$ cat src/pfsa_pkg.sv
`timescale 1ns / 1ps
package pfsa_pkg;

  localparam int StackDepth  = 4096;
  localparam int StackAw     = 12;
  localparam int CountW      = 13;
  localparam int UnsafeSlots = 16;
  localparam int UnsafeAw    = 4;
  localparam int UcountW     = 5;
  localparam int PfnW        = 52;

  localparam logic [63:0] PgMask   = 64'h0000_0000_0000_0FFF;
  localparam logic [63:0] LastPage = 64'hFFFF_FFFF_FFFF_F000;
  localparam logic [63:0] LowLimit = 64'h0000_0000_0010_0000;
  localparam logic [31:0] TypeUsable = 32'd1;

  typedef enum logic [2:0] {
    CMD_UNSAFE = 3'd0,
    CMD_MAP    = 3'd1,
    CMD_ALLOC  = 3'd2,
    CMD_FREE   = 3'd3,
    CMD_LOWEST = 3'd4
  } cmd_t;

  typedef enum logic [1:0] {
    ST_OK     = 2'd0,
    ST_EMPTY  = 2'd1,
    ST_FULL   = 2'd2,
    ST_UFULL  = 2'd3
  } status_t;

  typedef enum logic [3:0] {
    S_IDLE,
    S_DISPATCH,
    S_POP_RD,
    S_WALK_SCAN,
    S_WALK_CHECK,
    S_WALK_PLACE,
    S_LOW_RD,
    S_LOW_SCAN,
    S_SHIFT_RD,
    S_SHIFT_WR,
    S_DONE
  } state_t;

  // Commands from the controller to the datapath.
  typedef struct packed {
    logic capture;
    logic unsafe_load;
    logic map_start;
    logic pop_read;
    logic pop_finish;
    logic push_free;
    logic scan_reset;
    logic scan_step;
    logic page_place;
    logic low_start;
    logic low_step;
    logic low_finish;
    logic shift_read;
    logic shift_write;
    logic shift_finish;
    logic result_load;
  } ctrl_t;

  // Status from the datapath back to the controller.
  typedef struct packed {
    cmd_t cmd;
    logic stack_empty;
    logic stack_full;
    logic low_claim;
    logic usable;
    logic walk_more;
    logic scan_last;
    logic scan_moved;
    logic scan_abort;
    logic low_last;
    logic shift_last;
  } stat_t;

endpackage

$ cat src/pfsa_controller.sv
`timescale 1ns / 1ps
module pfsa_controller (
  input  logic             clk,
  input  logic             rst_n,
  input  logic             in_valid,
  output logic             in_stall,
  output logic             out_valid,
  input  logic             out_stall,
  input  pfsa_pkg::stat_t  stat,
  output pfsa_pkg::ctrl_t  ctrl
);
  import pfsa_pkg::*;

  state_t state_r, state_nxt;

  // Next state.
  always_comb begin
    state_nxt = state_r;
    unique case (state_r)
      S_IDLE: begin
        if (in_valid) state_nxt = S_DISPATCH;
      end
      S_DISPATCH: begin
        unique case (stat.cmd)
          CMD_MAP:    state_nxt = stat.usable ? S_WALK_SCAN : S_DONE;
          CMD_ALLOC:  state_nxt = stat.stack_empty ? S_DONE : S_POP_RD;
          CMD_LOWEST: state_nxt = stat.stack_empty ? S_DONE : S_LOW_RD;
          default:    state_nxt = S_DONE;
        endcase
      end
      S_POP_RD:     state_nxt = S_DONE;
      S_WALK_SCAN: begin
        if (!stat.walk_more) state_nxt = S_DONE;
        else state_nxt = S_WALK_CHECK;
      end
      S_WALK_CHECK: begin
        if (stat.scan_abort) state_nxt = S_DONE;
        else if (stat.scan_last) begin
          if (stat.scan_moved) state_nxt = S_WALK_SCAN;
          else state_nxt = S_WALK_PLACE;
        end
      end
      S_WALK_PLACE: begin
        if (!stat.walk_more) state_nxt = S_DONE;
        else if (stat.stack_full && !stat.low_claim) state_nxt = S_DONE;
        else state_nxt = S_WALK_SCAN;
      end
      S_LOW_RD:     state_nxt = S_LOW_SCAN;
      S_LOW_SCAN:   state_nxt = stat.low_last ? S_SHIFT_RD : S_LOW_SCAN;
      S_SHIFT_RD:   state_nxt = stat.shift_last ? S_DONE : S_SHIFT_WR;
      S_SHIFT_WR:   state_nxt = S_SHIFT_RD;
      S_DONE:       if (!out_stall) state_nxt = S_IDLE;
      default:      state_nxt = S_IDLE;
    endcase
  end

  always_ff @(posedge clk) begin
    if (!rst_n) state_r <= S_IDLE;
    else state_r <= state_nxt;
  end

  // Outputs.
  always_comb begin
    ctrl      = '0;
    in_stall  = (state_r != S_IDLE);
    out_valid = (state_r == S_DONE);
    unique case (state_r)
      S_IDLE: ctrl.capture = in_valid;
      S_DISPATCH: begin
        unique case (stat.cmd)
          CMD_UNSAFE: ctrl.unsafe_load = 1'b1;
          CMD_MAP:    ctrl.map_start = 1'b1;
          CMD_ALLOC:  ctrl.pop_read = !stat.stack_empty;
          CMD_FREE:   ctrl.push_free = 1'b1;
          CMD_LOWEST: ctrl.low_start = !stat.stack_empty;
          default:    ctrl.result_load = 1'b0;
        endcase
        ctrl.result_load = stat.stack_empty;
      end
      S_POP_RD:     ctrl.pop_finish = 1'b1;
      S_WALK_SCAN:  ctrl.scan_reset = 1'b1;
      S_WALK_CHECK: ctrl.scan_step = !stat.scan_abort;
      S_WALK_PLACE: ctrl.page_place = stat.walk_more;
      S_LOW_RD:     ctrl.low_step = 1'b0;
      S_LOW_SCAN: begin
        ctrl.low_step   = 1'b1;
        ctrl.low_finish = stat.low_last;
      end
      S_SHIFT_RD: begin
        ctrl.shift_read   = !stat.shift_last;
        ctrl.shift_finish = stat.shift_last;
      end
      S_SHIFT_WR:   ctrl.shift_write = 1'b1;
      S_DONE:       ctrl.result_load = 1'b0;
      default:      ctrl.result_load = 1'b0;
    endcase
  end

`ifndef SYNTH
  a_stall_busy: assert property (@(posedge clk) disable iff (!rst_n)
    (state_r != S_IDLE) |-> in_stall) else $error("input taken while busy");
  a_done_hold: assert property (@(posedge clk) disable iff (!rst_n)
    (out_valid && out_stall) |=> out_valid) else $error("result dropped");
  a_one_cmd: assert property (@(posedge clk) disable iff (!rst_n)
    $onehot0({ctrl.pop_finish, ctrl.push_free, ctrl.page_place}))
    else $error("conflicting stack updates");
`endif

endmodule

$ cat config.mk
export PLATFORM = sky130hd
export DESIGN_NAME = pfsa_controller
export DESIGN_NICKNAME = d
export VERILOG_FILES = /design/src/pfsa_pkg.sv /design/src/pfsa_controller.sv
export SDC_FILE = /design/constraint.sdc
export NUM_CORES = 1
export LEC_CHECK = 0
export BUFFER_PORTS_ARGS = -buffer_cell sky130_fd_sc_hd__buf_2
export CORE_MARGIN = 2
export CORE_UTILIZATION = 41
export CTS_CLUSTER_DIAMETER = 60
export DETAILED_ROUTE_END_ITERATION = 6
export HOLD_SLACK_MARGIN = 0.1
export PLACE_DENSITY = 0.77
export SETUP_SLACK_MARGIN = 0.2
export SLEW_MARGIN = 5
export SYNTH_ARGS = -nofsm -noshare
export SYNTH_HDL_FRONTEND = slang
export SYNTH_SLANG_ARGS = --single-unit
$ cat constraint.sdc
create_clock -name clk -period 1.9 [get_ports clk]
set_clock_uncertainty 0.2 [all_clocks]
set_input_delay 0.19 -clock clk [delete_from_list [all_inputs] [get_ports clk]]
set_output_delay 0.19 -clock clk [all_outputs]
set_load 0.01 [all_outputs]
After elaboration in Yosys (flattened, before gate mapping)
Cells that the tools add are included.
{"block": "totals", "wordCells": 61, "mem_count": 0, "in_bits": 17, "ff_bits": 4, "rom_bits": 0, "latch_bits": 0, "mem_bits_rw": 0}
{"block": "classes", "bitwise_logic": 0, "div_mod_pow": 0, "n_lt_le_gt_ge": 0, "n_mul": 0, "shifts": 0, "eq_ne": 17, "reduce_logical": 9, "n_mux": 34, "add_sub_neg": 0}
{"op": "$mux 4", "n": 11}
{"op": "$pmux 4 s11", "n": 1}
{"op": "$mux 1", "n": 18}
{"op": "$eq 4x3->1 const B", "n": 4}
{"op": "$eq 4x4->1 const B", "n": 3}
{"op": "$pmux 4 s3", "n": 1}
{"op": "$eq 4x2->1 const B", "n": 2}
{"op": "$eq 3x2->1 const B", "n": 2}
{"op": "$mux 3", "n": 2}
{"op": "$eq 4x1->1 const B", "n": 1}
{"op": "$logic_not 1->1", "n": 4}
{"op": "$logic_not 4->1", "n": 1}
{"op": "$ne 2x2->1 const B", "n": 2}
{"op": "$reduce_bool 4->1", "n": 1}
{"op": "$eq 3x1->1 const B", "n": 1}
{"op": "$eq 3x3->1 const B", "n": 1}
{"op": "$logic_not 3->1", "n": 1}
{"op": "$ne 3x3->1 const B", "n": 1}
{"op": "$reduce_and 3->1", "n": 1}
{"op": "$mux 2", "n": 1}
{"op": "$logic_and 1x1->1", "n": 1}

Longest topological paths before layout
{"block": "logic_depth", "word_depth": 5, "ltp_mapped": 5, "depth_no_buf": 4}

Worst setup path before layout
No wires, ideal clock.
{"block": "synth_path", "path_type": "register -> output", "start": "register state_r[2]", "end": "output port ctrl[13] (netlist bit)", "n_path_buf": 0, "setup_slack_ns": 0.060, "t_arrival_ns": 1.450, "path_stages_with_launch": 4, "required_time_ns": 1.510, "cell_sequence": "dfxtp_1 -> or4b_4 -> or2_4 -> nor3b_1"}
{"element": "start: declaration", "line": "pfsa_controller.sv:14", "text": "state_t state_r, state_nxt;"}
{"element": "start signal: assignment", "line": "pfsa_controller.sv:59", "text": "else state_r <= state_nxt;"}
{"element": "end: declaration", "line": "pfsa_controller.sv:10", "text": "output pfsa_pkg::ctrl_t ctrl"}

==> flow_summary_export.csv <==
group,metric,value,unit
synthesis,synth-simple-area-share,49.8,%
global_route,grt_pass1_vias,637,
timing,fmax,482,MHz
synthesis,synth_warnings,0,
floorplan,dieArea,1680,um^2
layout,drive_above_1_share,55.1,%
synthesis,synth_top_family_by_area,"simple AND/OR/NAND/NOR gates",
global_route,grt-ovfl-total,0,
floorplan,io_pins,35,
hold_path,hold_path_startpoint,"in_valid",
clock_network,cts.sinks,4,
timing,finalSetupTns,-525,ps
timing,drv_slew,0,
routing,dr.pass1.iters,4,
synthesis,muxShareOfSynthArea,1.79,%
layout,fin_nets,146,
placed_design,preCtsSetupSlack,78.6,ps
timing,fin_ws,-175,ps
synthesis,synth_fp_nets,99,
critical_path,cp_slowest_cell,"or4b_4",
synthesis,syn_area_per_cell,6.84,um^2
critical_path,reg2reg_from,"state_r[3]",
placed_design,hpwl,1.31,mm
routing,ant_nets,0,
synthesis,synth.area.top_cells,"dfxtp_1 (14%), nor3_1 (8.0%), nand2_1 (5.4%)",
timing,slew_headroom,76.3,%
clock_network,cts-root-buf,"clkbuf_4",
power,worst_ir_drop_vdd,0.994,mV
synthesis,syn-cell-area,561,um^2
routing,dr_total_vias,790,
global_route,grtUsageTotal,24.0,%
routing,first_iter_violations,12,
layout,nFillCells,105,
layout,n_antenna_cell,0,
layout,area_growth,73.2,%
global_route,grt_pass1_wl,2.62,mm
clock_network,htree_levels,1,
placed_design,dpl.cell_count,131,
placed_design,globalplace.congestion,0.757,
synthesis,synth_compound_area_share,26.8,%
synthesis,synth_top_area_share,14.3,%
clock_network,cts_buffers,3,
layout,post-route-cell-area,971,um^2
timing,hold_ws,101,ps
timing,rsz0062_at_grt,"yes",
critical_path,cp_data_arrival_time,1690,ps
flow_run,maxCapViolations,0,
layout,top_regs,"state_r x4",
layout,final_cell_mix,"buf_2 (33), nand2_1 (8), buf_4 (7)",
global_route,grt_max_degree,16,
critical_path,rr_worst_depth,6,
clock_network,cts_buffer_depth,2,
layout,final_common_cell,"buf_2",
status,status,"finished, violations left",
clock_network,insertion_delay,250,ps
floorplan,num_rows,13,
routing,vias_per_cell,5.56,
critical_path,cp.required,1510,ps
critical_path,crit_family,"simple AND/OR/NAND/NOR gates",
hold_path,min_path_cells,3,
critical_path,cp_slowest_stage_delay,560,ps
synthesis,synthXorXnorAreaFrac,0,%
clock_network,clk_transition_reported_paths,40,ps
timing,setup_viol,6,
hold_path,hold_path_end,"state_r[2]",
routing,wl,2.05,mm
timing,tightest_slew,350,ps
power,power_density,1120,nW/um^2
timing,layout_min_cycle_time,2080,ps
critical_path,r2r_setup_slack,50,ps
floorplan,fp.dieW,41.0,um
critical_path,crit_path_end_kind,"primary output",
routing,detail_route.wl_per_cell,14.4,um
critical_path,r2r_end,"state_r[0]",
layout,stdcell_count,142,
floorplan,core,1280,um^2
timing,finalCritPeriodShare,109,%
critical_path,path_max_fanout,4,
critical_path,startpoint,"state_r[3]",
floorplan,initial_utilization,43.6,%
synthesis,syn_inst,82,
timing,hold_violations,0,
critical_path,cp_num_buf_inv,1,
floorplan,die_y,41.0,um
status,violations,"setup timing",
global_route,antenna_found_initial,0,
placed_design,postPlaceCellArea,787,um^2
power,power_leakage,0.000447,uW
layout,top_register,"state_r",
clock_network,cts_tree,"built",
placed_design,port_buffers,34,
synthesis,yosysTopAreaCell,"dfxtp_1",
critical_path,crit_path_start_kind,"flop",
synthesis,synth_fa_ha_area_share,0,%
routing,drcViolationCount,0,
critical_path,worstPathCellList,"or4b_4, or2_4, nor3_2, buf_2",
synthesis,synthDistinctLibCells,40,
hold_path,hp-class,"input port to flop",
layout,largest_register_ffs,4,
synthesis,ys_seq_elements,4,
critical_path,critPathKind,"flop to primary output",
synthesis,synth_seq_area_share,14.3,%
==> where the power goes <==
part | switching (uW) | internal (uW) | leakage (uW) | total [uW]
registers | 26.2 | 120 | 0.0000339 | 147
logic | 415 | 416 | 0.000400 | 831
clock network | 42.8 | 71.1 | 0.0000138 | 114
==> worst register-to-register path, stage by stage, from the launching register on <==
cell	delay (ps)
dfxtp_2	310
or4b_4	560
or2_4	270
buf_4	140
buf_6	110
nor2_4	80
o31a_1	130
==> logic make-up (layout without fill, tap and decap cells) <==
| logic type | count (synthesis) | in the layout |
|---|---|---|
| buffers and inverters | 10 | 55 |
| DFF | 4 | 4 |
| muxes | 1 | 1 |
| AOI/OAI and AO/OA | 20 | 20 |
| and+or+nand+nor | 47 | 47 |
==> worst max-delay path by stage <==
stage                      end  slack (ps)  cells after the start
finish                ctrl[14]        -180                      4
global route          ctrl[13]        -230                      4
CTS                   ctrl[13]        -140                      4
detailed placement  state_r[1]          80                      5
global placement      ctrl[13]          90                      4
floorplan             ctrl[13]         150                      3
==> metal layers <==
layer	vias up	share of wire, %	global-route usage [%]
met2	36	54	39.5
met1	355	40	30.1
met4	0	0.93	10.0
met5	-	0	0
li1	397	-	-
met3	2	4.9	4.89
==> cell usage after synthesis <==
| master | count |
|---|---|
| or2_1 | 1 |
| o31a_1 | 2 |
| dfxtp_1 | 4 |
| nor4b_1 | 1 |
| and3_1 | 1 |
| o211ai_2 | 1 |
| nor2_1 | 6 |
| nand2_1 | 8 |
| o211ai_1 | 1 |
| and4b_1 | 1 |
| nand4b_1 | 1 |
| nand2b_1 | 4 |
| and2b_1 | 1 |
| or4_4 | 1 |
| nor2b_1 | 3 |
| clkbuf_1 | 2 |
| a22oi_1 | 1 |
| a32o_1 | 1 |
| and2_1 | 1 |
| or2_4 | 1 |
| buf_2 | 3 |
| a2bb2oi_1 | 1 |
| or4b_4 | 1 |
| a31o_2 | 1 |
| o21ai_0 | 4 |
| a311oi_1 | 1 |
| or3b_1 | 1 |
| nor2_2 | 1 |
| o32ai_1 | 1 |
| nand3b_1 | 1 |
| nor3b_1 | 2 |
| a21oi_1 | 3 |
| a21o_1 | 1 |
| nor4_1 | 1 |
| mux2i_1 | 1 |
| a41oi_1 | 1 |
| nor3_1 | 9 |
| inv_1 | 5 |
| or2_2 | 1 |
| o2bb2ai_1 | 1 |
==> final cells by class <==
class                           instances  area (um^2)  area share (%)
Tap cell                               15         18.8            1.93
Multi-Input combinational cell         68          526            54.1
Clock buffer                            3         22.5            2.32
Inverter                                5         18.8            1.93
Sequential cell                         4         83.8            8.63
Timing Repair Buffer                   47          302            31.1
==> stage by stage <==
step / util (%) / power [uW]
floorplan: - / 559
global placement: 61.2 / 767
detailed placement: 61.2 / 784
CTS: 69.0 / 951
global route: 75.6 / 1170
finish: 75.6 / 1090
==> timing repair <==
action	CTS	global route
setup endpoints to repair	16	18
resized for setup	7	16
endpoints found under the hold margin	3	0
hold buffers	3	0
buffers inserted	4	1
pin swaps	5	7
(Power assumes the default switching activity.)
